===== config.mk =====
export PLATFORM = sky130hd
export DESIGN_NAME = neighbour_failure_blacklist
export DESIGN_NICKNAME = d
export VERILOG_FILES = /design/src/rtl/nfb_pkg.sv /design/src/rtl/nfb_alu.sv /design/src/rtl/neighbour_failure_blacklist.sv
export SDC_FILE = /design/constraint.sdc
export NUM_CORES = 1
export LEC_CHECK = 0
export ABC_AREA = 1
export BUFFER_PORTS_ARGS = -buffer_cell sky130_fd_sc_hd__buf_2
export CORE_MARGIN = 2
export CORE_UTILIZATION = 55
export CTS_CLUSTER_DIAMETER = 100
export DETAILED_ROUTE_END_ITERATION = 10
export GPL_ROUTABILITY_DRIVEN = 0
export PLACE_DENSITY = 0.76
export SLEW_MARGIN = 15
export SYNTH_ARGS = -nofsm -noshare
export SYNTH_HDL_FRONTEND = slang
export SYNTH_SLANG_ARGS = --single-unit

===== constraint.sdc =====
create_clock -name clk_i -period 6.7 [get_ports clk_i]
set_input_delay 1.675 -clock clk_i [delete_from_list [all_inputs] [get_ports clk_i]]
set_output_delay 1.675 -clock clk_i [all_outputs]
set_load 0.1 [all_outputs]

===== src/rtl/nfb_pkg.sv =====
package nfb_pkg;

  localparam int unsigned NfbEntriesDefault = 3;

  localparam int unsigned AddrW   = 16;
  localparam int unsigned TicksW  = 16;
  localparam int unsigned CountW  = 8;
  localparam int unsigned StatusW = 3;

  localparam logic [CountW-1:0] CountMax = '1;

  localparam logic [TicksW-1:0] TimeoutReset   = 16'd1280;
  localparam logic [CountW-1:0] ThresholdReset = 8'd3;

  // request kinds carried on tuser
  typedef enum logic {
    REQ_REPORT = 1'b0,
    REQ_DELETE = 1'b1
  } nfb_req_e;

  typedef enum logic [StatusW-1:0] {
    ST_UPDATED  = 3'd0,
    ST_NEW      = 3'd1,
    ST_FULL     = 3'd2,
    ST_DELETED  = 3'd3,
    ST_DEL_MISS = 3'd4
  } nfb_status_e;

  // register index = paddr[2]
  typedef enum logic {
    REG_TIMEOUT   = 1'b0,
    REG_THRESHOLD = 1'b1
  } nfb_reg_e;

  typedef enum logic [2:0] {
    S_IDLE,
    S_READ,
    S_CMP,
    S_UPD,
    S_MISS,
    S_DONE
  } nfb_state_e;

  typedef struct packed {
    logic [TicksW-1:0] stamp;
    logic [CountW-1:0] count;
    logic [AddrW-1:0]  addr;
  } nfb_entry_t;

  typedef struct packed {
    logic              match;
    logic              aged;
    logic [CountW-1:0] count_next;
    logic              black;
  } nfb_alu_t;

endpackage


===== src/rtl/nfb_alu.sv =====
// Per-entry evaluation unit, reused for every slot during the scan.
module nfb_alu
  import nfb_pkg::*;
(
  input  logic [AddrW-1:0]  key_addr_i,
  input  logic [TicksW-1:0] now_i,
  input  nfb_entry_t        entry_i,
  input  logic [TicksW-1:0] timeout_i,
  input  logic [CountW-1:0] threshold_i,
  output nfb_alu_t          res_o
);

  logic [TicksW-1:0] age;
  logic [CountW-1:0] base;

  always_comb begin
    age            = now_i - entry_i.stamp;  // wraps mod 2^16
    res_o.match    = (entry_i.addr == key_addr_i);
    res_o.aged     = (age > timeout_i);
    base           = res_o.aged ? '0 : entry_i.count;
    res_o.count_next = (base == CountMax) ? CountMax : base + CountW'(1);
    res_o.black    = (res_o.count_next > threshold_i);
  end

endmodule


===== src/rtl/neighbour_failure_blacklist.sv =====
// Channel   | Dir | Payload                                    | Handshake
// s_axis    | in  | tuser: req_type; tdata: neighbour_addr,    | tvalid/tready
//           |     |   now_ticks (low to high)                  |
// m_axis    | out | tdata: blacklisted, status, zero pad       | tvalid/tready
// apb       | in  | timeout_ticks @0x0, fail_threshold @0x4    | psel/penable
//
// Scan: a request scans k slots, k being in 1..TABLE_ENTRIES; the shared
//   per-slot unit and the single read port of the slot memory take the slots
//   in turn, each slot read (S_READ), then compared (S_CMP).
// Reset: valid flags clear at once, registers load defaults; no clearing pass.
// Stalls: the result sits in the output register; the next request is taken
//   while it waits, but finishing that request waits for the register to free.
module neighbour_failure_blacklist
  import nfb_pkg::*;
#(
  parameter int unsigned TABLE_ENTRIES = NfbEntriesDefault
) (
  input  logic        clk_i,
  input  logic        rst_ni,
  // request stream
  input  logic        s_axis_tvalid,
  output logic        s_axis_tready,
  input  logic [31:0] s_axis_tdata,   // [15:0] neighbour_addr, [31:16] now_ticks
  input  logic        s_axis_tuser,   // [0] req_type
  // result stream
  output logic        m_axis_tvalid,
  input  logic        m_axis_tready,
  output logic [7:0]  m_axis_tdata,   // [0] blacklisted, [3:1] status, [7:4] zero
  // configuration
  input  logic        psel,
  input  logic        penable,
  input  logic        pwrite,
  input  logic [2:0]  paddr,
  input  logic [31:0] pwdata,
  output logic [31:0] prdata,
  output logic        pready
);

  localparam int unsigned IdxW = (TABLE_ENTRIES > 1) ? $clog2(TABLE_ENTRIES) : 1;
  localparam logic [IdxW-1:0] LastIdx = IdxW'(TABLE_ENTRIES - 1);

  // ---------------- configuration ----------------
  logic [TicksW-1:0] timeout_q;
  logic [CountW-1:0] threshold_q;
  logic              cfg_wr;
  nfb_reg_e          reg_sel;

  assign pready  = 1'b1;
  assign cfg_wr  = psel & penable & pwrite & pready;
  assign reg_sel = nfb_reg_e'(paddr[2]);

  always_ff @(posedge clk_i or negedge rst_ni) begin
    if (!rst_ni) begin
      timeout_q   <= TimeoutReset;
      threshold_q <= ThresholdReset;
    end else if (cfg_wr) begin
      case (reg_sel)
        REG_TIMEOUT:   timeout_q   <= pwdata[TicksW-1:0];
        REG_THRESHOLD: threshold_q <= pwdata[CountW-1:0];
        default: ;
      endcase
    end
  end

  always_comb begin
    case (reg_sel)
      REG_TIMEOUT:   prdata = {{(32-TicksW){1'b0}}, timeout_q};
      REG_THRESHOLD: prdata = {{(32-CountW){1'b0}}, threshold_q};
      default:       prdata = '0;
    endcase
  end

  // ---------------- request capture ----------------
  nfb_state_e        state_q, state_d;
  nfb_req_e          req_q;
  logic [AddrW-1:0]  key_q;
  logic [TicksW-1:0] now_q;
  logic              in_acc;

  assign s_axis_tready = (state_q == S_IDLE);
  assign in_acc        = s_axis_tvalid & s_axis_tready;

  always_ff @(posedge clk_i) begin
    if (in_acc) begin
      req_q <= nfb_req_e'(s_axis_tuser);
      key_q <= s_axis_tdata[AddrW-1:0];
      now_q <= s_axis_tdata[AddrW+TicksW-1:AddrW];
    end
  end

  // ---------------- slot store ----------------
  // valid flags in flops; address/count/stamp in a memory with one read and one write port
  logic [TABLE_ENTRIES-1:0] valid_q, valid_d;
  nfb_entry_t               mem_q [TABLE_ENTRIES];
  nfb_entry_t               rd_q;
  logic                     wr_en;
  logic [IdxW-1:0]          wr_idx;
  nfb_entry_t               wr_data;
  logic [IdxW-1:0]          idx_q, idx_d;

  always_ff @(posedge clk_i) begin
    if (wr_en) begin
      mem_q[wr_idx] <= wr_data;
    end
    rd_q <= mem_q[idx_q];
  end

  // shared per-slot unit
  nfb_alu_t alu;

  nfb_alu u_alu (
    .key_addr_i  (key_q),
    .now_i       (now_q),
    .entry_i     (rd_q),
    .timeout_i   (timeout_q),
    .threshold_i (threshold_q),
    .res_o       (alu)
  );

  // ---------------- sequencer ----------------
  logic            free_found_q, free_found_d;
  logic [IdxW-1:0] free_idx_q, free_idx_d;
  nfb_status_e     res_status_q, res_status_d;
  logic            res_black_q, res_black_d;
  logic            out_load;
  logic            m_valid_q;
  logic [7:0]      m_data_q;

  always_comb begin
    state_d      = state_q;
    idx_d        = idx_q;
    valid_d      = valid_q;
    free_found_d = free_found_q;
    free_idx_d   = free_idx_q;
    res_status_d = res_status_q;
    res_black_d  = res_black_q;
    wr_en        = 1'b0;
    wr_idx       = idx_q;
    wr_data      = '{stamp: now_q, count: alu.count_next, addr: key_q};
    out_load     = 1'b0;

    case (state_q)
      S_IDLE: begin
        if (in_acc) begin
          idx_d        = '0;
          free_found_d = 1'b0;
          free_idx_d   = '0;
          state_d      = S_READ;
        end
      end
      S_READ: begin
        state_d = S_CMP;  // memory read of slot idx in flight
      end
      S_CMP: begin
        if (!valid_q[idx_q] && !free_found_q) begin
          free_found_d = 1'b1;
          free_idx_d   = idx_q;
        end
        if (valid_q[idx_q] && alu.match) begin
          state_d = S_UPD;
        end else if (idx_q == LastIdx) begin
          state_d = S_MISS;
        end else begin
          idx_d   = idx_q + IdxW'(1);
          state_d = S_READ;
        end
      end
      S_UPD: begin
        if (req_q == REQ_DELETE) begin
          valid_d[idx_q] = 1'b0;
          res_status_d   = ST_DELETED;
          res_black_d    = 1'b0;
        end else begin
          wr_en        = 1'b1;
          res_status_d = ST_UPDATED;
          res_black_d  = alu.black;
        end
        state_d = S_DONE;
      end
      S_MISS: begin
        res_black_d = 1'b0;
        if (req_q == REQ_DELETE) begin
          res_status_d = ST_DEL_MISS;
        end else if (free_found_q) begin
          wr_en               = 1'b1;
          wr_idx              = free_idx_q;
          wr_data.count       = CountW'(1);
          valid_d[free_idx_q] = 1'b1;
          res_status_d        = ST_NEW;
        end else begin
          res_status_d = ST_FULL;
        end
        state_d = S_DONE;
      end
      S_DONE: begin
        if (!m_valid_q || m_axis_tready) begin
          out_load = 1'b1;
          state_d  = S_IDLE;
        end
      end
      default: state_d = S_IDLE;
    endcase
  end

  always_ff @(posedge clk_i or negedge rst_ni) begin
    if (!rst_ni) begin
      state_q      <= S_IDLE;
      valid_q      <= '0;
      idx_q        <= '0;
      free_found_q <= 1'b0;
      free_idx_q   <= '0;
      res_status_q <= ST_UPDATED;
      res_black_q  <= 1'b0;
    end else begin
      state_q      <= state_d;
      valid_q      <= valid_d;
      idx_q        <= idx_d;
      free_found_q <= free_found_d;
      free_idx_q   <= free_idx_d;
      res_status_q <= res_status_d;
      res_black_q  <= res_black_d;
    end
  end

  // ---------------- output register ----------------
  always_ff @(posedge clk_i or negedge rst_ni) begin
    if (!rst_ni) begin
      m_valid_q <= 1'b0;
    end else if (out_load) begin
      m_valid_q <= 1'b1;
    end else if (m_axis_tready) begin
      m_valid_q <= 1'b0;
    end
  end

  always_ff @(posedge clk_i) begin
    if (out_load) begin
      m_data_q <= {4'b0000, res_status_q, res_black_q};
    end
  end

  assign m_axis_tvalid = m_valid_q;
  assign m_axis_tdata  = m_data_q;

`ifndef NO_ASSERTIONS
  // a fresh result only appears out of the finishing state
  a_out_from_done: assert property (@(posedge clk_i) disable iff (!rst_ni)
    (out_load |-> state_q == S_DONE))
    else $error("result loaded outside finishing state");

  // a new entry adds exactly one valid slot
  a_new_adds_one: assert property (@(posedge clk_i) disable iff (!rst_ni)
    (state_q == S_MISS && req_q == REQ_REPORT && free_found_q) |=>
      ($countones(valid_q) == $past($countones(valid_q)) + 1))
    else $error("new entry did not claim exactly one slot");

  // a delete hit frees the slot it matched
  a_delete_frees: assert property (@(posedge clk_i) disable iff (!rst_ni)
    (state_q == S_UPD && req_q == REQ_DELETE) |=> !valid_q[$past(idx_q)])
    else $error("deleted slot still valid");

  // scan index never leaves the table
  a_idx_range: assert property (@(posedge clk_i) disable iff (!rst_ni)
    (idx_q <= LastIdx))
    else $error("scan index out of range");
`endif

endmodule

Yosys cells after proc, flatten, opt, wreduce, memory -nomap -nowiden
Memories as Yosys holds them, arrays and structs flattened. A register that Yosys moved wholly into a read port is not among the register bits.
Index checks and enable logic that the tools add are counted.
{"block": "word_totals", "reg_bits": 77, "mem_bits_rw": 120, "input_bits": 75, "out_inout_bits": 43, "wordCells": 115, "memories": 1}
{"block": "classes", "addsub": 3, "order_cmp": 6, "eq_ne": 16, "muxes": 49, "n_bitwise": 7, "n_reduce_logical": 19}
{"name": "mem_q", "depth": 3, "word_bits": 40, "rd": 1, "rd_clocked_by_memory_dff": 1, "wr": 1, "line_no": "neighbour_failure_blacklist.sv:94", "rtl": "nfb_entry_t mem_q [TABLE_ENTRIES];"}
{"operator": "32-bit one-hot mux with 2 select lines", "n": 1}
{"operator": "8-bit two-way mux", "n": 5}
{"operator": "3-bit two-way mux", "n": 8}
{"operator": "2-bit two-way mux", "n": 9}
{"operator": "16-bit equality test", "n": 1}
{"operator": "16-bit > comparator", "n": 1}
{"operator": "16-bit subtractor", "n": 1}
{"operator": "1-bit two-way mux", "n": 15}
{"operator": "3-bit one-hot mux with 5 select lines", "n": 1}
{"operator": "2-bit != test (second input constant)", "n": 7}
{"operator": "3-bit one-hot mux with 2 select lines", "n": 2}
{"operator": "8-bit by 1-bit adder with 8-bit output (second input constant)", "n": 1}
{"operator": "8-bit equality test (second input constant)", "n": 1}
{"operator": "8-bit > comparator", "n": 1}
{"operator": "2-bit one-hot mux with 2 select lines", "n": 2}
{"operator": "4-bit AND reduction", "n": 2}
{"operator": "3-bit by 2-bit equality test with 1-bit output (second input constant)", "n": 2}
{"operator": "3-bit equality test (second input constant)", "n": 2}
{"operator": "2-bit by 3-bit less-than comparator with 1-bit output (second input constant)", "n": 2}
{"operator": "1-bit one-hot mux with 2 select lines", "n": 3}
{"operator": "2-bit AND reduction", "n": 3}
{"operator": "2-bit nonzero test", "n": 3}
{"operator": "1-bit demux with 2-bit select", "n": 2}
{"operator": "2-bit by 1-bit >= comparator with 1-bit output (second input constant)", "n": 2}
{"operator": "16 further kinds", "n": 23}

Longest topological paths before layout
Gate-level depths: netlist of run 1.
{"block": "depth", "word_depth": 8, "mapped_depth": 34, "depth_no_buf": 33}

Hierarchy
Synthesis of run 1 repeated with hierarchy kept, for this count alone.
{"block": "hier_totals", "cells_unflattened": 971, "hier_area_um2": 10371.2}
{"mod": "neighbour_failure_blacklist", "instances": 1, "cells_per_inst": 686, "area_per_inst_um2": 8562.0, "seq_area_each_um2": 6521.3}
{"mod": "nfb_alu", "instances": 1, "cells_per_inst": 285, "area_per_inst_um2": 1809.2, "seq_area_each_um2": 0.0}

Worst setup path after synthesis of run 1
OpenSTA, ideal clock, no wires.
{"block": "synth_timing", "kind": "input to output", "start": "input port paddr[2]", "end": "output port prdata[4]", "arrival_ns": 4.136, "required_time_ns": 5.025, "path_slack_ns": 0.889, "stages": 3, "path_buffers": 2, "path_cell_list": "clkbuf_1 > clkbuf_1 > o21ai_0"}
{"block": "synth_between", "elab_chain_len": 2}
{"element": "start: declaration", "line_no": "neighbour_failure_blacklist.sv:33", "rtl": "input logic [2:0] paddr,"}
{"element": "1-bit inverter (no line)"}
{"element": "32-bit one-hot mux with 2 select lines (*)", "line_no": "neighbour_failure_blacklist.sv:66", "rtl": "case (reg_sel)"}
{"element": "end: declaration", "line_no": "neighbour_failure_blacklist.sv:35", "rtl": "output logic [31:0] prdata,"}
Every way passes the cells marked *; elsewhere a longest branch is shown, timed or not. The select of a mux whose other input is x is not followed.

Final worst setup path of run 1
{"block": "layout_timing", "start": "register now_q[0]", "end": "register res_black_q"}
{"block": "layout_between", "elab_chain_len": 8, "word_cells_on_any_way": 9, "classes_between": "add/sub (2); order compare (2); eq/ne (1); mux (4)"}
{"element": "start: declaration", "line_no": "neighbour_failure_blacklist.sv:77", "rtl": "logic [TicksW-1:0] now_q;"}
{"element": "start signal: assignment", "line_no": "neighbour_failure_blacklist.sv:87", "rtl": "now_q <= s_axis_tdata[AddrW+TicksW-1:AddrW];"}
{"element": "16-bit subtractor (*)", "line_no": "nfb_alu.sv:17", "rtl": "age = now_i - entry_i.stamp;"}
{"element": "16-bit > comparator (*)", "line_no": "nfb_alu.sv:19", "rtl": "res_o.aged = (age > timeout_i);"}
{"element": "8-bit two-way mux (*)", "line_no": "nfb_alu.sv:20", "rtl": "base = res_o.aged ? '0 : entry_i.count;"}
{"element": "8-bit by 1-bit adder with 8-bit output / 8-bit equality test (equally long branches)", "line_no": "nfb_alu.sv:21", "rtl": "res_o.count_next = (base == CountMax) ? CountMax : base + CountW'(1);"}
{"element": "8-bit two-way mux (*)", "line_no": "nfb_alu.sv:21"}
{"element": "8-bit > comparator (*)", "line_no": "nfb_alu.sv:22", "rtl": "res_o.black = (res_o.count_next > threshold_i);"}
{"element": "1-bit two-way mux (*)", "line_no": "neighbour_failure_blacklist.sv:169", "rtl": "if (req_q == REQ_DELETE) begin"}
{"element": "1-bit one-hot mux with 2 select lines (*)", "line_no": "neighbour_failure_blacklist.sv:142", "rtl": "case (state_q)"}
{"element": "end signal: assignment", "line_no": "neighbour_failure_blacklist.sv:221", "rtl": "res_black_q <= res_black_d;"}
{"element": "end: declaration", "line_no": "neighbour_failure_blacklist.sv:124", "rtl": "logic res_black_q, res_black_d;"}
Every way passes the cells marked *; elsewhere a longest branch is shown, timed or not.
A chain may end at the register's enable or synchronous reset.

==> results of run 1 <==
==> flip-flops by register name, summed over array words and instances, names as in the netlist, 4 cells and up <==
name,flops
mem_q,120
rd_q,40
key_q,16
now_q,16
timeout_q,16
threshold_q,8
m_axis_tdata,4
==> synthesized netlist by cell type, drive strengths merged, types with 2 or more instances <==
| cell type | number | area, um2 |
|---|---|---|
| edfxtp | 157 | 4715 |
| nand2 | 149 | 574.3 |
| a21oi | 117 | 585.6 |
| inv | 93 | 349.1 |
| nor2 | 93 | 371.6 |
| o21ai | 47 | 242.7 |
| ha | 43 | 538.0 |
| dfxtp | 40 | 800.8 |
| dfrtp | 36 | 900.9 |
| buf | 28 | 192.7 |
| nand3 | 25 | 157.7 |
| clkbuf | 20 | 75.07 |
| xnor2 | 17 | 148.9 |
| xor2 | 10 | 87.58 |
| nor3 | 5 | 25.02 |
| or2 | 5 | 31.28 |
| a31oi | 4 | 25.02 |
| dfstp | 4 | 105.1 |
| nand3b | 3 | 22.52 |
| nand4 | 3 | 18.77 |
| a21boi | 2 | 15.02 |
| conb | 2 | 7.510 |
| nor3b | 2 | 15.01 |
| o2111ai | 2 | 17.52 |
| o211ai | 2 | 15.01 |
| o22ai | 2 | 12.51 |
| o32ai | 2 | 17.52 |
==> cell type report <==
type | instances | area, um2 | area share
Timing Repair Buffer | 84 | 435.4 | 0.03793
Sequential cell | 237 | 6523 | 0.5682
Multi-Input combinational cell | 562 | 3097 | 0.2698
Clock inverter | 7 | 98.84 | 0.008611
Clock buffer | 37 | 689.4 | 0.06006
Tap cell | 229 | 286.5 | 0.02496
Inverter | 93 | 349.1 | 0.03041
==> critical path: cells and delay by family, from the launching register on <==
family / cells / cell delay (ns)
AOI/OAI and AO/OA: 9 / 1.37
DFF: 1 / 0.38
adders and majority gates: 5 / 1.28
and+or+nand+nor: 13 / 1.84
xor gates and xnor gates: 1 / 0.16
buffers and inverters: 2 / 0.13
==> power groups by stage <==
| stage | registers (uW) | clock network [uW] | logic, uW |
|---|---|---|---|
| 6_report | 2170 | 1320 | 2170 |
| 5_1_grt | 2200 | 1390 | 2480 |
| 4_1_cts | 2170 | 1340 | 2180 |
| 3_5_place_dp | 2190 | 0 | 2160 |
| 3_3_place_gp | 2180 | 0 | 2090 |
| 2_1_floorplan | 2140 | 0 | 1740 |
==> stage by stage <==
| stage | util | total power [uW] |
|---|---|---|
| final | 0.6368 | 5649 |
| after global routing | 0.6368 | 6068 |
| after CTS | 0.6368 | 5692 |
| after detailed placement | 0.5931 | 4354 |
| after global placement | 0.5931 | 4272 |
| after floorplan | - | 3883 |
==> per-layer routing <==
layer | wire, um | up-vias | global-route usage
met5 | 0 | - | 0
met4 | 551 | 0 | 0.07579
met3 | 851 | 38 | 0.02581
met2 | 9600 | 149 | 0.3499
met1 | 8191 | 3143 | 0.2554
li1 | - | 3250 | -
==> kinds of logic after synthesis <==
group	synth area share
AOI/OAI and AO/OA	0.09587
xor gates and xnor gates	0.02332
adders and majority gates	0.05503
buffers and inverters	0.06083
DFF	0.6431
other	0.0007406
and+or+nand+nor	0.1212
==> how the worst max path moves through the flow <==
stage / startpoint / endpoint / slack (ns)
5_1_grt: now_q[0] / res_black_q / 0.85
6_report: now_q[0] / res_black_q / 1.43
4_1_cts: now_q[0] / res_black_q / 1.40
3_3_place_gp: now_q[0] / res_black_q / 1.51
2_1_floorplan: paddr[2] / prdata[4] / 0.89
3_5_place_dp: now_q[0] / res_black_q / 1.42
==> impl_results.md, run 1 <==
- Final WL: 19.19 mm
- Row cnt: 49
- Final period utilization: 0.7862
- Final Hold Fails: 0
- Worst-skew pair later-pin latency: 0.53 ns
- Largest stage delay on the critical path: 0.41 ns
- Global route total overflow: 0
- Area post-placement: 10,690 um2
- FMAX: 0.1898 GHz
- Min-delay src: res_status_q[0]
- Worst r2r path cells: 30
- WS Path Type: reg -> reg
- DR iter-0 viols: 374
- Placed wire-length estimate: 12.41 mm
- Vias in the first global route: 6,579
- Synth Instances: 921
- Final nets: 1,121
- Worst r2r dst: res_black_q
- Longest Clk Path Bufs: 3
- # clock sinks: 237
- Share of cells above drive strength 1: 0.1461
- First-pass GRT wire length: 31.55 mm
- Worst Max-Slew Pin Slew: 0.9573 ns
- First drt pass iteration count: 5
- Final Cell Area: 11,480 um2
- Resize count post-CTS: 0
- Leak pwr: 0.004866 uW
- ANT cells: 0
- Area growth, synth to finish: 13.19%
- Clk slew on worst S/H paths: 0.06 ns
- Total number of vias: 6,580
- MaxCap Viol Count: 0
- Startpoint Class: flip-flop
- RSZ-0062 raised after global routing: false
- Slew headroom: 0.3602
- Maximum vdd ir drop: 256.9 uV
- Power Density: 492.1 nW/um2
- Setup Buffers After CTS: 0
- Sequential area share after synthesis: 0.6431
- Setup TNS: 0 ns
- Sequential share of power: 0.383
- Sw Share: 0.3803
- Antenna viol nets, final: 0
- Clock share of power: 0.233
- Skew final: 0.02115 ns
- Worst slack at placement: 1.419 ns
- CTS tree: done
- RR Startpoint: now_q[0]
- Wirelength per Cell: 15.37 um
- GRT Total Usage: 0.2000
- Die Y: 139.8 um
- CP max FO: 11
- Hold Buf Count CTS: 0
- Slowest stage cell, crit path: fa_1
- Largest net degree at the start of global routing: 49
- Root Buffer: clkbuf_16
- H-tree depth: 1
- Int Power: 3501 uW
- Fillcell total: 1,412
- Via-to-Cell Ratio: 5.268
- Placed Cells: 1,205
- Worst min path class: reg -> reg
- Synth Register Bits: 237
- EDFF count, synth: 157
- Antenna violations before repair: 0
- CP most frequent cell: nand2_1
- Drc violations: 0
- Worst EP arrival: 5.68 ns
- Die width: 139.8 um
- Synth Cell Area: 10,140 um2
- Crit end category: flip-flop
- Endpoints failing setup: 0
- Setup slack, reg-to-reg: 1.43 ns
- Final WS setup: 1.432 ns
- Port bufs: 78
- Post-synth cell types: 48
- Worst Path Required: 7.11 ns
- Initial Util: 0.5626
- Synth Warn #: 0
- Die area: 19,540 um2
- Mean Syn Cell Area: 11.01 um2
- Slew Viols, Final: 0
- Hold slack: 0.4529 ns
- Num CTS Buffers: 24
- Outcome: complete, no violations
- Commonest non-fill, non-tap cells in the layout: 157 x edfxtp_1, 145 x nand2_1, 117 x a21oi_1
- Commonest non-fill, non-tap cell in the layout: edfxtp_1
- Ports: 118
- Async set-or-reset flop fraction in the synthesized netlist: 0.1688
- Non-Filler Instances: 1,249
- Hold Path Depth: 0
- Core ar.: 18,020 um2
- Minimum clock period: 5.268 ns
- Worst min-delay path endpoint: m_axis_tdata[1]
- Sw power: 2149 uW
- Comb power frac: 0.384
- Ys flop type: edfxtp_1
Power figures use the tool's default switching activity.
==> run 2: changes to the inputs <==
--- a/config.mk
+++ b/config.mk
@@ -8,7 +8,7 @@
 export ABC_AREA = 1
 export BUFFER_PORTS_ARGS = -buffer_cell sky130_fd_sc_hd__buf_2
 export CORE_MARGIN = 2
-export CORE_UTILIZATION = 55
+export CORE_UTILIZATION = 53
 export CTS_CLUSTER_DIAMETER = 100
 export DETAILED_ROUTE_END_ITERATION = 10
 export GPL_ROUTABILITY_DRIVEN = 0
==> constraint.sdc (replaced) <==
create_clock -name clk_i -period 4.76 [get_ports clk_i]
set_input_delay 1.19 -clock clk_i [delete_from_list [all_inputs] [get_ports clk_i]]
set_output_delay 1.19 -clock clk_i [all_outputs]
set_load 0.1 [all_outputs]
==> impl_results.md, run 2 (synthesized netlist as in run 1, its figures left out) <==
- Outcome: complete, no violations
- Non-Filler Instances: 1,271
- Die area: 20,260 um2
- Worst min path class: reg -> reg
- Biggest regs: mem_q x120, rd_q x40
- Slew headroom: 0.3652
- Minimum clock period: 4.693 ns
- Maximum vdd ir drop: 444.3 uV
- Commonest non-fill, non-tap cell in the layout: edfxtp_1
- Final period utilization: 0.9859
- Initial Util: 0.5403
- Hold Buf Count CTS: 0
- Largest stage delay on the critical path: 0.45 ns
- Share of cells above drive strength 1: 0.1851
- H-tree depth: 1
- MaxCap Viol Count: 0
- Leak pwr: 0.004976 uW
- Setup TNS: 0 ns
- Via-to-Cell Ratio: 5.253
- CP max FO: 8
- Final nets: 1,138
- CP most frequent cell: nand2_1
- Final Hold Fails: 0
- Area growth, synth to finish: 16.19%
- Power Density: 713.5 nW/um2
- RSZ-0062 raised after global routing: true
- Antenna violations before repair: 0
- Row cnt: 50
- Core ar.: 18,770 um2
- Die Y: 142.3 um
- Placed Cells: 1,222
- Slowest stage cell, crit path: edfxtp_1
- Skew final: 0.02585 ns
- Commonest non-fill, non-tap cells in the layout: 157 x edfxtp_1, 139 x nand2_1, 114 x a21oi_1
- Clk slew on worst S/H paths: 0.07 ns
- DR iter-0 viols: 356
- FMAX: 0.2131 GHz
- Wirelength per Cell: 15.71 um
- Largest net degree at the start of global routing: 49
- WS Path Type: reg -> reg
- Placed wire-length estimate: 12.65 mm
- First-pass GRT wire length: 32.09 mm
- Drc violations: 0
- Global route total overflow: 0
- Slew Viols, Final: 0
- Largest reg by FF count: mem_q
- Crit end category: flip-flop
- Largest register FFs: 120
- Worst-skew pair later-pin latency: 0.52 ns
- Final WL: 19.97 mm
- Vias in the first global route: 6,580
- CTS tree: done
- Endpoints failing setup: 0
- Worst Path Required: 5.17 ns
- Final Power: 8407 uW
- Hold slack: 0.4659 ns
- Ports: 118
- Antenna viol nets, final: 0
- First drt pass iteration count: 5
- ANT cells: 0
- GRT Total Usage: 0.1983
- Final Core Density: 0.6278
- Root Buffer: clkbuf_16
- Startpoint Class: flip-flop
- Total number of vias: 6,677
- # clock sinks: 237
- Port bufs: 78
- Longest Clk Path Bufs: 3
- Die width: 142.3 um
- Worst Max-Slew Pin Slew: 0.9522 ns
- Worst EP arrival: 5.11 ns
- Num CTS Buffers: 24
[run 2: cell count changes in the layout (fill, tap and decap cells not counted), moves of 3 or more]
cell      before  now
o21ai_0       41   38
ha_1          43   37
ha_4           0    4
nand2_2        3    9
nand2_1      145  139
a21oi_2        0    3
a21oi_1      117  114
buf_4          6   23
clkbuf_1       9    3
[run 2: worst paths after layout]
| path | slack, ns | cells past startpoint | startpoint | endpoint |
|---|---|---|---|---|
| worst max-delay path | 0.07 | 30 | now_q[2] | res_black_q |
| worst min-delay path | 0.47 | 0 | res_status_q[2] | m_axis_tdata[3] |
| worst max register to register | 0.07 | 30 | now_q[2] | res_black_q |
| worst min register to register | 0.47 | 0 | res_status_q[2] | m_axis_tdata[3] |
| max in group asynchronous | 3.28 | 1 | rst_ni | idx_q[0] |
| min in group asynchronous | 0.83 | 1 | rst_ni | timeout_q[15] |
[run 2: per-layer routing]
metal | GRT usage | vias up | wire [um]
met1 | 0.2541 | 3196 | 8316
met5 | 0 | - | 0
met3 | 0.02557 | 32 | 943
met2 | 0.3572 | 168 | 10280
li1 | - | 3281 | -
met4 | 0.05315 | 0 | 422
[run 2: cell type report]
class                   instances  area [um2]
fillers                      1409        6985
flip-flops and latches        237        6523
multi-input cells             562        3214
clock buffers                  30       653.1
repair buffers                101       563.0
inverters                      93       349.1
well taps                     234       292.8
clock inverters                14       187.7
[run 2: critical path, delay by kind of cell, from the launching register on]
| kind | cells | cell delay, ns |
|---|---|---|
| flops | 1 | 0.45 |
| simple gates | 17 | 1.78 |
| compound gates | 7 | 1.05 |
| buf+inv | 1 | 0.06 |
| xor+xnor | 1 | 0.22 |
| fa+ha+maj | 4 | 1.01 |
[run 2: where the power goes]
part | switching, uW | total, uW | internal (uW)
registers | 217 | 2990 | 2770
clock network | 763 | 1960 | 1190
logic | 2200 | 3460 | 1260
total | 3180 | 8410 | 5230
[run 2: stage by stage]
stage / setup WS, ns / cell area, um2
after global routing: -0.2650 / 11780
after floorplan: -0.08063 / 10210
after global placement: -0.05156 / 10790
final: 0.06727 / 11780
after detailed placement: -0.07201 / 10790
after CTS: 0.01949 / 11630
[run 2: repair_timing]
action / CTS / global route
hold endpoints to repair: 0 / 0
setup buffers: 1 / 4
pin swaps: 1 / 21
endpoints found under the setup margin: 1 / 4
resized for setup: 2 / 25
==> run 3: changes to the inputs <==
--- a/config.mk
+++ b/config.mk
@@ -8,11 +8,10 @@
 export ABC_AREA = 1
 export BUFFER_PORTS_ARGS = -buffer_cell sky130_fd_sc_hd__buf_2
 export CORE_MARGIN = 2
-export CORE_UTILIZATION = 53
+export CORE_UTILIZATION = 41
 export CTS_CLUSTER_DIAMETER = 100
 export DETAILED_ROUTE_END_ITERATION = 10
 export GPL_ROUTABILITY_DRIVEN = 0
-export PLACE_DENSITY = 0.76
 export SLEW_MARGIN = 15
 export SYNTH_ARGS = -nofsm -noshare
 export SYNTH_HDL_FRONTEND = slang
==> constraint.sdc (replaced) <==
create_clock -name clk_i -period 4.76 [get_ports clk_i]
set_input_delay 1.19 -clock clk_i [delete_from_list [all_inputs] [get_ports clk_i]]
set_output_delay 1.19 -clock clk_i [all_outputs]
set_load 0.05 [all_outputs]
==> impl_results.md, run 3 (synthesized netlist as in run 1, its figures left out) <==
- Via-to-Cell Ratio: 4.776
- FMAX: 0.2162 GHz
- Antenna violations before repair: 0
- Port bufs: 78
- CTS tree: done
- Share of cells above drive strength 1: 0.1947
- Initial Util: 0.4170
- Worst min path class: reg -> reg
- Startpoint Class: flip-flop
- Row cnt: 57
- Worst Path Required: 5.17 ns
- Wirelength per Cell: 14.86 um
- Final Power: 8351 uW
- Slowest stage cell, crit path: fa_2
- RSZ-0062 raised after global routing: true
- First-pass GRT wire length: 31.99 mm
- # clock sinks: 237
- Drc violations: 0
- Maximum vdd ir drop: 306.8 uV
- H-tree depth: 1
- Worst min-delay path endpoint: m_axis_tdata[1]
- Largest net degree at the start of global routing: 49
- Worst r2r path cells: 30
- RR Startpoint: now_q[0]
- Hold slack: 0.4733 ns
- Placed wire-length estimate: 12.88 mm
- Final period utilization: 0.9719
- Worst r2r dst: res_black_q
- MaxCap Viol Count: 0
- Vias in the first global route: 6,291
- Die area: 26,010 um2
- Slew headroom: 0.3574
- Die width: 161.3 um
- Final Hold Fails: 0
- Antenna viol nets, final: 0
- Longest Clk Path Bufs: 3
- DR iter-0 viols: 261
- Minimum clock period: 4.626 ns
- Hold Path Depth: 0
- Die Y: 161.3 um
- Leak pwr: 0.005023 uW
- Global route total overflow: 0
- Biggest regs: mem_q x120, rd_q x40
- Total number of vias: 6,577
- Outcome: complete, no violations
- Final WL: 20.46 mm
- Skew final: 0.009148 ns
- Final nets: 1,152
- Power Density: 696.2 nW/um2
- Worst EP arrival: 5.04 ns
- Crit end category: flip-flop
- Largest reg by FF count: mem_q
- Root Buffer: clkbuf_16
- Clk slew on worst S/H paths: 0.06 ns
- WS Path Type: reg -> reg
- Ports: 118
- CP most frequent cell: nand2_2
- Final Core Density: 0.4932
- ANT cells: 0
- Num CTS Buffers: 26
- Core ar.: 24,320 um2
- Fillcell total: 2,184
- Setup slack, reg-to-reg: 0.13 ns
- Area growth, synth to finish: 18.29%
- First drt pass iteration count: 4
- Endpoints failing setup: 0
- GRT Total Usage: 0.1546
- Worst Max-Slew Pin Slew: 0.9640 ns
- Largest register FFs: 120
- Slew Viols, Final: 0
- Min-delay src: res_status_q[0]
- Commonest non-fill, non-tap cells in the layout: 157 x edfxtp_1, 135 x nand2_1, 114 x a21oi_1
- Commonest non-fill, non-tap cell in the layout: edfxtp_1
- Largest stage delay on the critical path: 0.38 ns
- Worst-skew pair later-pin latency: 0.52 ns
- CP max FO: 4
run 3: changes by cell type in the layout (fill, tap and decap cells not counted), moves of 3 or more:
cell       previous run  this run
clkinv_1              2         6
ha_4                  4         7
bufinv_16             4         0
clkbuf_1              3         8
nand2_1             139       135
buf_4                23        35
run 3: how the worst max path moves through the flow:
stage                     depth (start not counted)  slack [ns]           to      from
final                                            30        0.13  res_black_q  now_q[0]
after global routing                             30       -0.14  res_black_q  now_q[0]
after CTS                                        29        0.02  res_black_q  now_q[2]
after detailed placement                         28       -0.14  res_black_q  now_q[0]
after global placement                           28       -0.08  res_black_q  now_q[0]
after floorplan                                  30        0.24  res_black_q  now_q[0]
run 3: cell type report:
| class | instances | area, um2 | share of cell area |
|---|---|---|---|
| multi-input cells | 562 | 3282 | 0.2736 |
| clock buffers | 37 | 721.9 | 0.06019 |
| well taps | 324 | 405.4 | 0.03380 |
| inverters | 93 | 349.1 | 0.02910 |
| repair buffers | 113 | 653.1 | 0.05445 |
| clock inverters | 11 | 62.56 | 0.005215 |
| flip-flops and latches | 237 | 6521 | 0.5437 |
run 3: timing repair:
item                                   in CTS  in global routing
pin swaps                                   8                 28
endpoints found under the hold margin       0                  0
setup endpoints to repair                   1                  1
buffers inserted                            3                  5
resized for setup                           7                 34
hold buffers                                0                  0
run 3: power breakdown:
group	total, uW	switching, uW	leakage [uW]	internal [uW]
clock	1830	776	0.000384	1050
sequential	2990	216	0.00226	2770
combinational	3530	2120	0.00238	1410
run 3: per-layer routing:
metal  track usage  share of wire  routed length (um)
met5             0              0                   0
met2        0.2760           0.50               10230
met1        0.1978           0.44                9049
met4       0.04545          0.023                 479
met3       0.01952          0.034                 699
run 3: through the flow:
stage	instances	instance area [um2]	setup TNS, ns	setup WS [ns]
after floorplan	940	10210	0	0.2407
after global placement	1321	10970	-0.08407	-0.08407
after detailed placement	1321	10970	-0.1409	-0.1409
after CTS	1372	11790	0	0.02176
after global routing	1377	12000	-0.1443	-0.1443
final	1377	12000	0	0.1339
run 3: critical path, delay by kind of cell (launching register included):
kind,cells,cell delay (ns)
AO/OA/AOI/OAI,8,1.03
XOR/XNOR,1,0.17
adder cells (fa/ha/maj),5,1.21
buffers and inverters,3,0.26
flip-flops,1,0.37
AND/OR/NAND/NOR,13,1.46
